File: src/assert_macros.svh
// Assertion macros shared by the key matrix note block
`ifndef ASSERT_MACROS_SVH
`define ASSERT_MACROS_SVH

// Implication checked at every clock edge, quiet while reset is held
`define KMM_ASSERT_IMP(lbl, ante, cons, msg) \
  lbl: assert property (@(posedge clk) disable iff (!rst_n) (ante) |-> (cons)) \
    else $error(msg);

// Plain invariant checked at every clock edge, quiet while reset is held
`define KMM_ASSERT_ALW(lbl, expr, msg) \
  lbl: assert property (@(posedge clk) disable iff (!rst_n) (expr)) \
    else $error(msg);

`endif

File: src/kmm_pkg.sv
// Shared constants and types for the key matrix to note message block
package kmm_pkg;

  // matrix geometry
  localparam int NUM_ROWS = 11;
  localparam int NUM_COLS = 6;

  // field widths
  localparam int ROW_W    = 4;
  localparam int COL_W    = 6;
  localparam int NOTE_W   = 7;
  localparam int VEL_W    = 7;
  localparam int STATUS_W = 8;
  localparam int SUM_W    = 8;
  localparam int RIDX_W   = (NUM_ROWS > 1) ? $clog2(NUM_ROWS) : 1;
  localparam int CIDX_W   = (NUM_COLS > 1) ? $clog2(NUM_COLS) : 1;

  // configuration port
  localparam int ADDR_W = 3;
  localparam int DATA_W = 32;
  localparam logic REG_BASE_NOTE = 1'b0;
  localparam logic REG_PRESS_VEL = 1'b1;

  // message codes and limits
  localparam logic [STATUS_W-1:0] STATUS_NOTE_ON  = 8'h90;
  localparam logic [STATUS_W-1:0] STATUS_NOTE_OFF = 8'h80;
  localparam logic [STATUS_W-1:0] STATUS_NONE     = 8'h00;
  localparam logic [NOTE_W-1:0]   NOTE_LIMIT      = 7'd127;
  localparam logic [NOTE_W-1:0]   BASE_NOTE_RST   = 7'd36;
  localparam logic [VEL_W-1:0]    PRESS_VEL_RST   = 7'd127;

  // what one column lane finds for the current row
  typedef struct packed {
    logic              chg;
    logic              on;
    logic [NOTE_W-1:0] note;
  } lane_res_t;

  typedef lane_res_t [NUM_COLS-1:0] lane_vec_t;

endpackage

File: src/kmm_lane.sv
// One column lane: change detect and saturated note number
module kmm_lane (
  input  logic [kmm_pkg::NOTE_W-1:0] base_note_i,
  input  logic [kmm_pkg::ROW_W-1:0]  row_i,
  input  logic                       row_ok_i,
  input  logic [kmm_pkg::CIDX_W-1:0] col_i,
  input  logic                       old_bit_i,
  input  logic                       new_bit_i,
  output kmm_pkg::lane_res_t         res_o
);
  import kmm_pkg::*;

  logic [SUM_W-1:0] row_off;
  logic [SUM_W-1:0] sum;

  // note = base + row * cols + col, clipped at the top of the note range
  assign row_off = SUM_W'(row_i) * SUM_W'(NUM_COLS);
  assign sum     = SUM_W'(base_note_i) + row_off + SUM_W'(col_i);

  always_comb begin
    res_o.chg  = row_ok_i && (old_bit_i != new_bit_i);
    res_o.on   = new_bit_i;
    res_o.note = (sum > SUM_W'(NOTE_LIMIT)) ? NOTE_LIMIT : sum[NOTE_W-1:0];
  end

endmodule

File: src/kmm_merge.sv
// Merge stage: holds one row's lane results and issues messages in column order
`include "assert_macros.svh"

module kmm_merge (
  input  logic                         clk,
  input  logic                         rst_n,
  input  logic                         load_i,
  input  kmm_pkg::lane_vec_t           lanes_i,
  input  logic                         led_i,
  input  logic [kmm_pkg::VEL_W-1:0]    press_vel_i,
  output logic                         free_o,
  output logic                         out_valid_o,
  input  logic                         out_ready_i,
  output logic                         msg_o,
  output logic [kmm_pkg::STATUS_W-1:0] status_o,
  output logic [kmm_pkg::NOTE_W-1:0]   note_o,
  output logic [kmm_pkg::VEL_W-1:0]    vel_o,
  output logic                         led_o,
  output logic                         last_o
);
  import kmm_pkg::*;

  // item slot
  logic                slot_v_r, slot_v_nxt;
  logic [NUM_COLS-1:0] pend_r, pend_nxt;
  logic [NUM_COLS-1:0] on_r, on_nxt;
  logic [NOTE_W-1:0]   note_r [NUM_COLS];
  logic                led_r;

  // output register
  logic                out_v_r, out_v_nxt;
  logic                msg_r;
  logic [STATUS_W-1:0] status_r;
  logic [NOTE_W-1:0]   note_out_r;
  logic [VEL_W-1:0]    vel_r;
  logic                led_out_r;
  logic                last_r;

  logic [NUM_COLS-1:0] pick;
  logic [NUM_COLS-1:0] rest;
  logic                pick_last;
  logic                pick_msg;
  logic                pick_on;
  logic [NOTE_W-1:0]   pick_note;
  logic                out_load;

  // lowest pending column wins
  assign pick      = pend_r & (~pend_r + NUM_COLS'(1));
  assign rest      = pend_r & ~pick;
  assign pick_last = (rest == '0);
  assign pick_msg  = |pend_r;

  always_comb begin
    pick_on   = 1'b0;
    pick_note = '0;
    for (int c = 0; c < NUM_COLS; c++) begin
      if (pick[c]) begin
        pick_on   = on_r[c];
        pick_note = note_r[c];
      end
    end
  end

  assign out_load = slot_v_r && (!out_v_r || out_ready_i);
  assign free_o   = !slot_v_r || (out_load && pick_last);

  // slot next state
  always_comb begin
    slot_v_nxt = slot_v_r;
    pend_nxt   = pend_r;
    on_nxt     = on_r;
    if (load_i) begin
      slot_v_nxt = 1'b1;
      for (int c = 0; c < NUM_COLS; c++) begin
        pend_nxt[c] = lanes_i[c].chg;
        on_nxt[c]   = lanes_i[c].on;
      end
    end else if (out_load) begin
      pend_nxt   = rest;
      slot_v_nxt = !pick_last;
    end
  end

  always_comb begin
    if (out_load) begin
      out_v_nxt = 1'b1;
    end else if (out_ready_i) begin
      out_v_nxt = 1'b0;
    end else begin
      out_v_nxt = out_v_r;
    end
  end

  // control state
  always_ff @(posedge clk) begin
    if (!rst_n) begin
      slot_v_r <= 1'b0;
      out_v_r  <= 1'b0;
    end else begin
      slot_v_r <= slot_v_nxt;
      out_v_r  <= out_v_nxt;
    end
  end

  // slot payload
  always_ff @(posedge clk) begin
    pend_r <= pend_nxt;
    on_r   <= on_nxt;
    if (load_i) begin
      led_r <= led_i;
      for (int c = 0; c < NUM_COLS; c++) begin
        note_r[c] <= lanes_i[c].note;
      end
    end
  end

  // result payload
  always_ff @(posedge clk) begin
    if (out_load) begin
      msg_r      <= pick_msg;
      status_r   <= pick_msg ? (pick_on ? STATUS_NOTE_ON : STATUS_NOTE_OFF) : STATUS_NONE;
      note_out_r <= pick_msg ? pick_note : '0;
      vel_r      <= (pick_msg && pick_on) ? press_vel_i : '0;
      led_out_r  <= led_r;
      last_r     <= pick_last;
    end
  end

  assign out_valid_o = out_v_r;
  assign msg_o       = msg_r;
  assign status_o    = status_r;
  assign note_o      = note_out_r;
  assign vel_o       = vel_r;
  assign led_o       = led_out_r;
  assign last_o      = last_r;

  `KMM_ASSERT_ALW(a_pick_onehot, $onehot0(pick), "more than one column picked")
  `KMM_ASSERT_IMP(a_nomsg_last, out_v_r && !msg_r, last_r, "no-change result not last")
  `KMM_ASSERT_IMP(a_off_vel, out_v_r && status_r == STATUS_NOTE_OFF, vel_r == '0,
                  "note-off with nonzero velocity")
  `KMM_ASSERT_IMP(a_slot_load, load_i, free_o, "item loaded into busy slot")

endmodule

File: src/key_matrix_to_midi_notes_unit.sv
// Top level: key state, configuration registers, column lanes and merge stage
//
//  channel | ports                              | transfer when
//  --------+------------------------------------+--------------------------------
//  input   | in_row_index, in_column_bits       | in_valid && in_ready
//  result  | out_message_valid .. out_last      | out_valid && out_ready
//  config  | cfg_psel/penable/pwrite/paddr/...  | psel && penable && pwrite
//
// A row with k changed keys yields max(1, k) results from the merge stage, one per
// cycle while out_ready does not stall the output; each input passes through the
// merge slot and then the output register before its first result is valid. A new
// row is taken while the last result of the previous one moves to the output
// register. Reset clears all key bits and loads the configuration defaults; a
// stalled output holds the slot and, while it holds a row, keeps input ready low.
module key_matrix_to_midi_notes_unit (
  input  logic                         clk,
  input  logic                         rst_n,
  input  logic                         in_valid,
  output logic                         in_ready,
  input  logic [kmm_pkg::ROW_W-1:0]    in_row_index,
  input  logic [kmm_pkg::COL_W-1:0]    in_column_bits,
  output logic                         out_valid,
  input  logic                         out_ready,
  output logic                         out_message_valid,
  output logic [kmm_pkg::STATUS_W-1:0] out_status_byte,
  output logic [kmm_pkg::NOTE_W-1:0]   out_note_number,
  output logic [kmm_pkg::VEL_W-1:0]    out_velocity,
  output logic                         out_led_on,
  output logic                         out_last,
  input  logic                         cfg_psel,
  input  logic                         cfg_penable,
  input  logic                         cfg_pwrite,
  input  logic [kmm_pkg::ADDR_W-1:0]   cfg_paddr,
  input  logic [kmm_pkg::DATA_W-1:0]   cfg_pwdata,
  output logic [kmm_pkg::DATA_W-1:0]   cfg_prdata,
  output logic                         cfg_pready
);
  import kmm_pkg::*;

  logic [NOTE_W-1:0]   base_note_r;
  logic [VEL_W-1:0]    press_vel_r;
  logic [NUM_COLS-1:0] pressed_r [NUM_ROWS];

  logic                accept;
  logic                row_ok;
  logic [RIDX_W-1:0]   ridx;
  logic [NUM_COLS-1:0] cols;
  logic [NUM_COLS-1:0] old_cols;
  logic                led;
  logic                slot_free;
  logic                cfg_wr;
  logic                cfg_idx;
  lane_vec_t           lanes;

  assign accept = in_valid && in_ready;
  assign in_ready = slot_free;
  assign row_ok = ({1'b0, in_row_index} < (ROW_W + 1)'(NUM_ROWS));
  assign ridx   = in_row_index[RIDX_W-1:0];
  assign cols   = NUM_COLS'(in_column_bits);

  // stored row read, out-of-range rows look unchanged
  assign old_cols = row_ok ? pressed_r[ridx] : cols;

  // LED is the OR of all key bits after this row's update
  always_comb begin
    led = 1'b0;
    for (int r = 0; r < NUM_ROWS; r++) begin
      if (row_ok && (ridx == RIDX_W'(r))) begin
        led = led | (|cols);
      end else begin
        led = led | (|pressed_r[r]);
      end
    end
  end

  // key state update
  always_ff @(posedge clk) begin
    if (!rst_n) begin
      for (int r = 0; r < NUM_ROWS; r++) begin
        pressed_r[r] <= '0;
      end
    end else if (accept && row_ok) begin
      pressed_r[ridx] <= cols;
    end
  end

  // configuration registers
  assign cfg_wr     = cfg_psel && cfg_penable && cfg_pwrite;
  assign cfg_idx    = cfg_paddr[2];
  assign cfg_pready = 1'b1;

  always_ff @(posedge clk) begin
    if (!rst_n) begin
      base_note_r <= BASE_NOTE_RST;
      press_vel_r <= PRESS_VEL_RST;
    end else if (cfg_wr) begin
      unique case (cfg_idx)
        REG_BASE_NOTE: base_note_r <= cfg_pwdata[NOTE_W-1:0];
        REG_PRESS_VEL: press_vel_r <= cfg_pwdata[VEL_W-1:0];
        default: ;
      endcase
    end
  end

  always_comb begin
    unique case (cfg_idx)
      REG_BASE_NOTE: cfg_prdata = DATA_W'(base_note_r);
      REG_PRESS_VEL: cfg_prdata = DATA_W'(press_vel_r);
      default:       cfg_prdata = '0;
    endcase
  end

  // one lane per column
  for (genvar c = 0; c < NUM_COLS; c++) begin : g_lane
    kmm_lane u_lane (
      .base_note_i (base_note_r),
      .row_i       (in_row_index),
      .row_ok_i    (row_ok),
      .col_i       (CIDX_W'(c)),
      .old_bit_i   (old_cols[c]),
      .new_bit_i   (cols[c]),
      .res_o       (lanes[c])
    );
  end

  kmm_merge u_merge (
    .clk         (clk),
    .rst_n       (rst_n),
    .load_i      (accept),
    .lanes_i     (lanes),
    .led_i       (led),
    .press_vel_i (press_vel_r),
    .free_o      (slot_free),
    .out_valid_o (out_valid),
    .out_ready_i (out_ready),
    .msg_o       (out_message_valid),
    .status_o    (out_status_byte),
    .note_o      (out_note_number),
    .vel_o       (out_velocity),
    .led_o       (out_led_on),
    .last_o      (out_last)
  );

endmodule
File: config.mk
export PLATFORM = sky130hd
export DESIGN_NAME = key_matrix_to_midi_notes_unit
export DESIGN_NICKNAME = d
export VERILOG_FILES = /design/src/kmm_pkg.sv /design/src/kmm_lane.sv /design/src/kmm_merge.sv /design/src/key_matrix_to_midi_notes_unit.sv
export VERILOG_INCLUDE_DIRS = /design/src /design/src/src
export SDC_FILE = /design/constraint.sdc
export NUM_CORES = 1
export LEC_CHECK = 0
export ABC_AREA = 1
export BUFFER_PORTS_ARGS = -buffer_cell sky130_fd_sc_hd__buf_2
export CAP_MARGIN = 10
export CORE_MARGIN = 10
export CORE_UTILIZATION = 63
export CTS_BUF_LIST = sky130_fd_sc_hd__clkbuf_16
export DETAILED_ROUTE_END_ITERATION = 10
export GPL_TIMING_DRIVEN = 1
export PLACE_DENSITY = 0.87
export RECOVER_POWER = 100
export SLEW_MARGIN = 20
export SYNTH_ARGS = -nofsm -noshare
export SYNTH_HDL_FRONTEND = slang
export SYNTH_SLANG_ARGS = --single-unit
export TNS_END_PERCENT = 1
File: constraint.sdc
create_clock -name clk -period 5.6 [get_ports clk]
set_input_delay 0.56 -clock clk [delete_from_list [all_inputs] [get_ports clk]]
set_output_delay 0.56 -clock clk [all_outputs]
set_load 0.02 [all_outputs]
# Yosys cells after proc, flatten, opt, wreduce, memory -nomap -nowiden
# Memories as Yosys holds them, arrays and structs flattened.
# Index checks and enable logic that the tools add are counted.
[totals] ff_bits=54 ram_bits=108 input_bits=52 output_inout_bits=60 elab_cells=167 n_memories=2
[op_classes] add_sub_neg=7 multipliers=1 magnitude_cmp=7 n_eq_ne=16 n_mux=47 bitwise_logic=25 reduce_logical=49
[mem_list] name="pressed_r" words=11 width=6 read_ports=12 rd_clocked_by_memory_dff=0 wr=11 line_no="key_matrix_to_midi_notes_unit.sv:42" text="logic [NUM_COLS-1:0] pressed_r [NUM_ROWS];"
[mem_list] name="u_merge.note_r" words=6 width=7 read_ports=6 rd_clocked_by_memory_dff=0 wr=6 line_no="kmm_merge.sv:27" text="logic [NOTE_W-1:0] note_r [NUM_COLS];"
[op_table] op="2-to-1 mux 7 bit" n=12
[op_table] op="OR reduction 6 bit" n=14
[op_table] op="one-hot mux 32 bit (2 select lines)" n=1
[op_table] op="greater-than comparator 8 x 7 -> 1 bit, second input constant" n=6
[op_table] op="2-to-1 mux 1 bit" n=28
[op_table] op="logical AND 1 bit" n=24
[op_table] op="2-to-1 mux 6 bit" n=4
[op_table] op="bitwise OR 1 bit" n=20
[op_table] op="adder 8 x 2 -> 8 bit, second input constant" n=2
[op_table] op="adder 8 x 3 -> 8 bit, second input constant" n=2
[op_table] op="equality test 4 x 3 -> 1 bit, second input constant" n=4
[op_table] op="AND 6 bit" n=2
[op_table] op="equality test 4 bit, second input constant" n=3
[op_table] op="inverter 6 bit" n=2
[op_table] op="adder 7 x 7 -> 8 bit" n=1
[op_table] op="adder 8 x 1 -> 8 bit, second input constant" n=1
[op_table] op="equality test 4 x 2 -> 1 bit, second input constant" n=2
[op_table] op="adder 6 x 1 -> 6 bit, second input constant" n=1
[op_table] op="logical NOT 6 bit" n=1
[op_table] op="multiplier 4 x 2 -> 6 bit, second input constant" n=1
[op_table] op="!= test 1 bit" n=6
[op_table] op="2-to-1 mux 5 bit" n=1
[op_table] op="equality test 4 x 1 -> 1 bit, second input constant" n=1
[op_table] op="logical NOT 4 bit" n=1
[op_table] op="other kinds (7)" n=12

# Logic depth before layout (Yosys ltp)
# Gate-level depths: netlist of run 1.
[logic_depth] depth_word=23 ltp_mapped=17 ltp_nobuf=16

# Modules after synthesis
# A second synthesis of run 1 with hierarchy kept.
[unflattened] cells_unflattened=1284 area_unflattened_um2=10824.1
[by_module_without_submodules] mod="key_matrix_to_midi_notes_unit" instances=1 cells_each=542 area_per_inst_um2=4286.6 seq_area_each_um2=2202.1
[by_module_without_submodules] mod="kmm_merge" instances=1 cells_each=214 area_per_inst_um2=3007.9 seq_area_each_um2=2262.2
[by_module_without_submodules] mod="kmm_lane at g_lane[0].u_lane ..." instances=5 cells_each=88 area_per_inst_um2=589.3 seq_area_each_um2=0.0
[by_module_without_submodules] mod="kmm_lane at g_lane[5].u_lane" instances=1 cells_each=88 area_per_inst_um2=583.1 seq_area_each_um2=0.0

# Least setup slack after synthesis of run 1
# No wires, ideal clock.
[synth_path] path_kind="input to register" startpoint="input in_row_index[1] (netlist bit)" endpoint="memory u_merge.note_r[4][1] (data pin)" setup_ps=283 arrival_time_ps=3317 required_ps=5317 slack_ps=2000 path_stages=15 n_path_buf=2 cell_sequence="buf_2 > clkinv_1 > buf_2 > fa_1 > inv_1 > ha_1 > nand2_1 > inv_1 > o21ai_0 > nand2_1 > xor2_4 > nor2_4 > nand2_1 > o21ai_0 > nand3_1"
[synth_rtl] item="from (decl)" line_no="key_matrix_to_midi_notes_unit.sv:20" text="input logic [kmm_pkg::ROW_W-1:0] in_row_index,"
[synth_rtl] item="to (decl)" line_no="kmm_merge.sv:27"

==> reports/results.txt, run 1 <==
status -> finished, violations left
failing checks -> capacitance limit, slew limit
critical path's slowest cell -> o21ai_0
initial DRC count -> 904
post-route insts no fill -> 1215
Slew @ Worst Pin -> 2.77 ns
Area Growth Syn to Fin -> 6.81%
first-pass GRT wire length -> 36000 µm
Fin Hold WS -> 0.351 ns
H-tree Lvls -> 4
fin crit share -> 87.5%
vias in the first global route -> 7044
Num CTS Buffers -> 17
HP Class -> in -> reg
CP Max Fanout -> 20
synthesized instance count -> 972
die extent in y -> 143 µm
Die Wd -> 143 µm
DRC -> 0
Hold Buf Count CTS -> 0
WL/cell -> 19.0 µm
Final Hold Viols -> 0
synthesized area per cell -> 9.79 µm²
Overflow after GRT -> 0
Clock Pin Slew Worst Setup and Hold Paths -> 0.07 ns
worst skew pair latency -> 0.43 ns
Most common cell on crit path -> nand2_1
Yosys top cell by area -> edfxtp_1
Placement Rows -> 44
Seq/Total Area, Yosys -> 56.4%
Max Slew Vio Count -> 54
Final Skew -> 0.00723 ns
CTS Buffer Depth -> 2
Sum Neg Setup Slack -> 0 ns
Routed Antenna Nets -> 0
# IOs -> 112
max cap viols -> 1
CP Cell Sequence -> clkbuf_1 -> inv_1 -> fa_1 -> inv_1 -> ha_1 -> nand3_1 -> nand3_2 -> nand2_1 -> nand2_1 -> a21oi_1 -> xnor2_2 -> nand2_1 -> o21ai_0 -> nand3_1
Data required, critical path -> 5.72 ns
largest net degree at the start of global routing -> 56
vias per cell -> 6.03
Post-synth EDFFs -> 164
post-CTS resize count -> 0
clk sinks -> 186
fin crit period -> 4.90 ns
arrival time worst endpoint -> 5.02 ns
post-synth top area share -> 51.7%
ys async rst share -> 0%
startpoint types -> input port
core area -> 14600 µm²
Ys Warns -> 0
final setup vio count -> 0
dpl hpwl -> 15800 µm
DIE AREA -> 20400 µm²
Pleak -> 4.02 nW
GRT Util Overall -> 22.3%
unrepaired setup endpoints after global routing -> no
crit-path max cell delay -> 0.72 ns
IO Port Bufs -> 52
Critical Path End Type -> register
TritonCTS clock tree -> yes
GPL Wtd Cong -> 0.946
post-synthesis cell area -> 9520 µm²
relative slew slack -> -84.9%
Starting Density -> 65.0%
Distinct cells, synth -> 49
Layout Nets -> 1096
DR pass1 iterations -> 6
kind of critical path -> in -> reg
via count -> 7322
initial antenna violation count -> 0
Achievable Freq -> 204 MHz
Final Power -> 3.51 mW
clock root buffer -> clkbuf_16
Worst VDD drop -> 0.229 mV
drt total wl -> 23100 µm
Synth Register Bits -> 186
Top FF cell, synth -> edfxtp_1
share of layout cells above drive strength 1 -> 5.83%
Post-CTS Setup Bufs -> 0
Placed Cells -> 1182
PwrDens -> 345 nW/µm²
Area contributors post-synth -> edfxtp_1 (52%), nor2_1 (6.2%), nand2_1 (6.0%), dfxtp_1 (4.6%), o21ai_0 (4.6%)
critical path: cells and delay by family:
family | cells | cell delay [ns]
AO/OA/AOI/OAI | 2 | 0.81
XOR/XNOR | 1 | 0.52
adder cells (fa/ha/maj) | 2 | 0.99
buffers and inverters | 3 | 1.28
AND/OR/NAND/NOR | 6 | 0.83
power by group:
| part | internal, mW | total, mW | switching (mW) |
|---|---|---|---|
| Clock | 0.612 | 1.13 | 0.523 |
| Combinational | 0.187 | 0.644 | 0.457 |
| Sequential | 1.68 | 1.73 | 0.0491 |
cell usage after synthesis (2+ instances only):
library cell,number
o211ai_1,10
o22ai_1,8
conb_1,2
nand2_2,10
nor2_1,158
nand2_1,152
xor2_2,2
o221ai_1,3
nand3b_1,2
buf_6,2
nor2_4,7
nand4_1,18
edfxtp_1,164
o32ai_1,4
buf_2,7
buf_4,32
ha_1,25
and3_1,2
dfxtp_1,22
a21oi_1,34
o2111ai_1,2
inv_1,83
o21ai_0,88
fa_1,2
xor2_1,19
nor4_1,5
xor2_4,2
xnor2_1,9
clkbuf_1,21
nand3_1,40
nor3_1,4
clkinv_1,8
nor2_2,2
a221oi_1,7
or2_2,2
through the flow:
step | worst slack [ns] | area (µm²) | util, %
3_3_place_gp | 0.920 | 9790 | 66.9
2_1_floorplan | 2.00 | 9630 | -
6_report | 0.699 | 10200 | 69.4
4_1_cts | 1.16 | 10300 | 70.7
3_5_place_dp | 0.824 | 9790 | 66.9
5_1_grt | 0.564 | 10200 | 69.4
cell families (layout without fill, tap and decap cells):
kind of cell / count (synthesis) / in the layout / synth area share (%)
other: 2 / 33 / 0.0789
AOI/OAI and AO/OA: 162 / 162 / 9.69
xor gates and xnor gates: 32 / 32 / 3.50
buffers and inverters: 154 / 182 / 7.58
DFF: 186 / 186 / 56.4
and+or+nand+nor: 409 / 409 / 19.1
adders and majority gates: 27 / 27 / 3.71
worst paths after layout:
path                startpoint                   end  slack [ns]  depth (start not counted)
max            in_row_index[2]  u_merge.note_r[3][0]        0.70                         14
min              cfg_pwdata[1]        press_vel_r[1]        0.35                          3
max reg2reg  u_merge.pend_r[0]     u_merge.pend_r[2]        1.27                          9
min reg2reg      u_merge.led_r         u_merge.led_o        0.42                          0
state kept, by name, indices dropped and copies added, names as in the netlist:
signal,count
press_vel_r,7
u_merge.last_o,1
u_merge.on_r,6
base_note_r,7
u_merge.note_o,7
u_merge.vel_o,7
u_merge.status_o,2
u_merge.led_o,1
u_merge.msg_o,1
u_merge.pend_r,6
u_merge.out_valid_o,1
u_merge.slot_v_r,1
u_merge.led_r,1
u_merge.note_r,42
pressed_r,96
layer usage:
| metal | up-vias | share of wire (%) | global-route usage [%] |
|---|---|---|---|
| met5 | - | 0 | 0 |
| met4 | 0 | 2.9 | 9.28 |
| met3 | 75 | 8.8 | 4.84 |
| met2 | 409 | 51 | 39.2 |
| met1 | 3490 | 37 | 25.9 |
| li1 | 3348 | - | - |
cell type report:
cell class                 count  area (µm²)
multi-input combinational    662        3420
sequential                   186        5370
clock inverter                15         129
fill                        1028        4480
timing repair buffer          58         249
clock buffer                  17         425
antenna                        1        2.50
inverter                      92         345
tap                          184         230
cells in the final DEF, fill, tap and decap left out, types with 8 or more instances in the layout:
cell type,count
nor2_1,164
edfxtp_1,164
nand2_1,163
o21ai_0,89
inv_1,84
nand3_1,41
clkbuf_1,39
a21oi_1,35
conb_1,32
ha_1,25
dfxtp_1,22
xor2_1,21
nand4_1,19
clkbuf_16,17
buf_2,16
clkinv_1,10
o211ai_1,10
xnor2_1,8
o22ai_1,8
(Power assumes the default switching activity.)
==> run 2: changes to the inputs <==
BUFFER_PORTS_ARGS = not set   (was -buffer_cell sky130_fd_sc_hd__buf_2)
CORE_UTILIZATION = 65   (was 63)
DONT_BUFFER_PORTS = 1   (was not set)
PLACE_DENSITY = 0.83   (was 0.87)
==> reports/results.txt, run 2 (same netlist as run 1, synthesis figures left out) <==
GRT Util Overall -> 22.0%
Die Wd -> 141 µm
Hold Path Cell Cnt -> 0
Slew @ Worst Pin -> 1.86 ns
share of layout cells above drive strength 1 -> 3.60%
vias in the first global route -> 6800
Sum Neg Setup Slack -> 0 ns
Critical Path End Type -> register
Max Slew Vio Count -> 54
vias per cell -> 6.02
worst skew pair latency -> 0.43 ns
reg2reg end -> pressed_r[15][3]
failing checks -> capacitance limit, slew limit
dpl hpwl -> 15500 µm
Pleak -> 3.90 nW
Worst Path Buf+Inv -> 2
IO Port Bufs -> 0
DIE AREA -> 19900 µm²
CP Cell Sequence -> inv_1 -> fa_1 -> inv_1 -> ha_1 -> nand3_1 -> nand3_1 -> nand2_1 -> nand2_1 -> a21oi_1 -> xnor2_1 -> nand2_1 -> nor2_1 -> xor2_1 -> nand2_1
max cap viols -> 1
fin crit share -> 74.4%
relative slew slack -> -24.4%
HP Class -> in -> reg
post-CTS resize count -> 0
Post-CTS Setup Bufs -> 0
Final Skew -> 0.00800 ns
Hold Startpoint -> in_column_bits[2]
Placed Cells -> 1126
CTS Buffer Depth -> 2
reg2reg path depth -> 11
arrival time worst endpoint -> 4.31 ns
Largest Register -> pressed_r
Final Power -> 3.45 mW
critical path's slowest cell -> xnor2_1
Data required, critical path -> 5.75 ns
H-tree Lvls -> 4
core area -> 14400 µm²
initial antenna violation count -> 0
# IOs -> 112
area of the multi-input gates -> 3420 µm²
Final Hold Viols -> 0
die extent in y -> 141 µm
Crit Reg-Reg Startpoint -> u_merge.pend_r[0]
crit-path leading delay family -> XOR/XNOR gates
TritonCTS clock tree -> yes
Ant. Diodes -> 0
Sequential Area -> 5370 µm²
fin crit period -> 4.16 ns
Worst VDD drop -> 0.196 mV
max reg flops -> 96
flop2flop setup slack -> 1.66 ns
Most common cell on crit path -> nand2_1
Num CTS Buffers -> 17
status -> finished, violations left
largest net degree at the start of global routing -> 57
kind of critical path -> in -> reg
Placement Rows -> 44
post-route insts no fill -> 1155
PwrDens -> 348 nW/µm²
Area Growth Syn to Fin -> 4.10%
WL/cell -> 18.9 µm
WHS Endpoint -> u_merge.on_r[2]
DR pass1 iterations -> 6
Achievable Freq -> 240 MHz
Fill cells -> 1081
clock root buffer -> clkbuf_16
CP Max Fanout -> 20
drt total wl -> 21800 µm
initial DRC count -> 885
most frequent cells in the layout -> nor2_1 (164), edfxtp_1 (164), nand2_1 (163), o21ai_0 (90), inv_1 (85)
Overflow after GRT -> 0
startpoint types -> input port
GPL Wtd Cong -> 0.949
clk sinks -> 186
final setup vio count -> 0
Critical Path Start -> in_row_index[2]
Starting Density -> 66.0%
Clock Pin Slew Worst Setup and Hold Paths -> 0.07 ns
Layout Nets -> 1040
via count -> 6952
Routed Antenna Nets -> 0
DRC -> 0
crit-path max cell delay -> 0.83 ns
biggest regs -> pressed_r (96), u_merge.note_r (42)
unrepaired setup endpoints after global routing -> no
first-pass GRT wire length -> 35000 µm
Hold Buf Count CTS -> 0
## run 2: cell types whose count changed in the layout (fill, tap and decap cells not counted), sizes merged
cell | before | now
clkbuf | 56 | 17
buf | 19 | 2
clkinvlp | 3 | 1
bufinv | 1 | 2
clkinv | 16 | 15
diode | 1 | 0
inv | 87 | 86
## run 2: cell type report
cell class,instances,area share (%)
Tap cell,184,2.32
Sequential cell,186,54.1
Inverter,92,3.48
Clock buffer,17,4.29
Multi-Input combinational cell,662,34.5
Timing Repair Buffer,2,0.151
Clock inverter,12,1.14
## run 2: worst max path at each step
| stage | cells after the start | slack (ns) | end |
|---|---|---|---|
| floorplan | 15 | 2.00 | u_merge.note_r[4][1] |
| global placement | 13 | 1.35 | u_merge.note_r[4][1] |
| detailed placement | 13 | 1.29 | u_merge.note_r[4][4] |
| CTS | 13 | 1.70 | u_merge.note_r[4][5] |
| global route | 14 | 1.07 | u_merge.note_r[1][0] |
| finish | 14 | 1.44 | u_merge.note_r[2][0] |
## run 2: routing by layer
| metal | track usage (%) | share of wire, % |
|---|---|---|
| met5 | 0 | 0 |
| met4 | 9.78 | 3.3 |
| met3 | 5.04 | 8.4 |
| met2 | 38.4 | 51 |
| met1 | 25.1 | 37 |
## run 2: stage by stage
| stage | hold slack (ns) | cell area, µm² | util, % | worst slack [ns] |
|---|---|---|---|---|
| finish | 0.224 | 9910 | 68.7 | 1.44 |
| global placement | 0.405 | 9500 | 65.9 | 1.35 |
| global route | 0.211 | 9910 | 68.7 | 1.07 |
| detailed placement | 0.435 | 9500 | 65.9 | 1.29 |
| floorplan | 0.400 | 9630 | - | 2.00 |
| CTS | 0.213 | 10000 | 69.6 | 1.70 |
## run 2: power by group
group	switching (mW)	leakage, nW	internal (mW)
clock	0.486	0.267	0.640
combinational	0.397	1.89	0.170
sequential	0.0749	1.74	1.68
total	0.958	3.90	2.49
==> run 3: changes to the inputs <==
CORE_UTILIZATION = 58   (was 65)
PLACE_DENSITY = 0.78   (was 0.83)
clock period = 3.5 ns   (was 5.6 ns; I/O delays follow)
==> reports/results.txt, run 3 (same netlist as run 1, synthesis figures left out) <==
status -> completed
flop2flop setup slack -> 0.28 ns
max cap viols -> 0
Layout Nets -> 1075
Psw -> 1.57 mW
core area -> 16000 µm²
Sequential Area -> 5370 µm²
HP Class -> in -> reg
crit-path max cell delay -> 0.63 ns
Slew @ Worst Pin -> 0.877 ns
Final Power -> 5.46 mW
GPL Wtd Cong -> 0.955
Max Slew Vio Count -> 0
kind of critical path -> reg -> reg
Sw Share -> 28.7%
vias per cell -> 5.71
Worst Path Buf+Inv -> 2
initial DRC count -> 908
dpl hpwl -> 15900 µm
Final Skew -> 0.0125 ns
number of cells on the critical path -> 10
IO Port Bufs -> 0
CP Max Fanout -> 12
DR pass1 iterations -> 8
most frequent cells in the layout -> edfxtp_1 (164), nand2_1 (162), nor2_1 (160), o21ai_0 (88), inv_1 (86)
Ant. Diodes -> 0
Largest Register -> pressed_r
crit-path leading delay family -> simple AND/OR/NAND/NOR gates
drt total wl -> 22500 µm
critical path's slowest cell -> edfxtp_1
arrival time worst endpoint -> 3.49 ns
PwrDens -> 535 nW/µm²
DP Area -> 9750 µm²
fin crit period -> 3.22 ns
Final Hold Viols -> 0
most common cell after layout, fill and taps aside -> edfxtp_1
Die Wd -> 148 µm
relative slew slack -> 41.4%
# IOs -> 112
Routed Antenna Nets -> 0
Final Cell Area -> 10200 µm²
reg2reg path depth -> 10
CTS Buffer Depth -> 2
Critical Path End Type -> register
clk sinks -> 186
largest net degree at the start of global routing -> 57
Pleak -> 4.01 nW
Clk network pwr share -> 31.0%
Crit Reg-Reg Startpoint -> u_merge.pend_r[0]
DIE AREA -> 21900 µm²
final setup vio count -> 0
share of layout cells above drive strength 1 -> 6.06%
CP Cell Sequence -> o21ai_0 -> nand2_1 -> nor2_1 -> nand4_2 -> nand2_4 -> nand4_1 -> nor2_1 -> clkbuf_1 -> clkinv_1 -> nor2_1
Worst VDD drop -> 0.328 mV
Fill cells -> 1281
P_int -> 3.89 mW
WL/cell -> 18.4 µm
startpoint types -> register
Fin Hold WS -> 0.0414 ns
unrepaired setup endpoints after global routing -> no
H-tree Lvls -> 4
Overflow after GRT -> 0
area of the multi-input gates -> 3460 µm²
Num CTS Buffers -> 17
clock root buffer -> clkbuf_16
Reg power frac -> 51.5%
DRC -> 0
die extent in y -> 148 µm
WHS Endpoint -> base_note_r[5]
Final Core Density -> 63.8%
reg2reg end -> pressed_r[4][2]
max reg flops -> 96
TritonCTS clock tree -> yes
fin crit share -> 92.0%
biggest regs -> pressed_r (96), u_merge.note_r (42)
initial antenna violation count -> 0
Clock Pin Slew Worst Setup and Hold Paths -> 0.07 ns
Most common cell on crit path -> nor2_1
Area Growth Syn to Fin -> 7.15%
worst skew pair latency -> 0.44 ns
Post-CTS Setup Bufs -> 0
post-CTS resize count -> 0
Placement Rows -> 46
Hold Startpoint -> cfg_pwdata[5]
Data required, critical path -> 3.77 ns
Hold Path Cell Cnt -> 2
first-pass GRT wire length -> 35400 µm
Sum Neg Setup Slack -> 0 ns
GRT Util Overall -> 20.5%
Starting Density -> 59.5%
Achievable Freq -> 310 MHz
Comb pwr share -> 17.5%
vias in the first global route -> 6769
via count -> 6986
==> run 3: changes by cell type in the layout (fill, tap and decap cells not counted), sizes merged, moves of 2 or more <==
cell,change
clkbuf,+12
bufinv,-2
buf,+16
dlygate4sd3,+7
clkinv,-2
clkinvlp,+4
==> run 3: worst max-delay path by stage <==
stage / start / endpoint / slack [ns]
2_1_floorplan: in_row_index[1] / u_merge.note_r[4][1] / 0.11
3_5_place_dp: in_row_index[0] / u_merge.note_r[2][6] / 0.16
5_1_grt: u_merge.pend_r[0] / pressed_r[4][2] / 0.15
3_3_place_gp: in_row_index[0] / u_merge.note_r[2][3] / 0.24
6_report: u_merge.pend_r[0] / pressed_r[4][2] / 0.28
4_1_cts: u_merge.pend_r[0] / pressed_r[11][1] / 0.40
==> run 3: layout make-up <==
| type | instances | share of cell area, % |
|---|---|---|
| clock inverters | 13 | 0.822 |
| clock buffers | 17 | 4.17 |
| inverters | 92 | 3.39 |
| well taps | 216 | 2.65 |
| flip-flops and latches | 186 | 52.6 |
| repair buffers | 37 | 2.47 |
| multi-input cells | 662 | 33.9 |
==> run 3: metrics by stage <==
stage / std cells / worst slack (ns)
finish: 1223 / 0.279
global route: 1223 / 0.145
CTS: 1221 / 0.402
detailed placement: 1186 / 0.162
global placement: 1186 / 0.242
floorplan: 1002 / 0.110
==> run 3: worst reg2reg max path, delay by kind of cell, from the launching register on <==
kind | cells | cell delay, ns
buffers and inverters | 2 | 0.79
and+or+nand+nor | 7 | 1.32
AOI/OAI and AO/OA | 1 | 0.32
DFF | 1 | 0.63
==> run 3: power groups by stage <==
stage                     combinational, mW  clock [mW]  sequential (mW)
after floorplan                       0.755           0             2.83
after global placement                0.928           0             2.85
after detailed placement              0.952           0             2.86
after CTS                             0.967        1.71             2.81
after global routing                   1.06        1.80             2.83
final                                 0.954        1.69             2.81
==> run 3: routing by layer <==
layer	up-vias	wire length [µm]	part of all wire, %	global-route usage (%)
li1	3302	-	-	-
met1	3274	8880	40	24.7
met2	364	11200	50	35.1
met3	46	1870	8.3	4.79
met4	0	530	2.4	7.33
met5	-	0	0	0
==> run 3: repair_timing <==
item	in CTS	in global routing
hold buffers	5	2
endpoints found under the hold margin	6	2
endpoints found under the setup margin	0	0
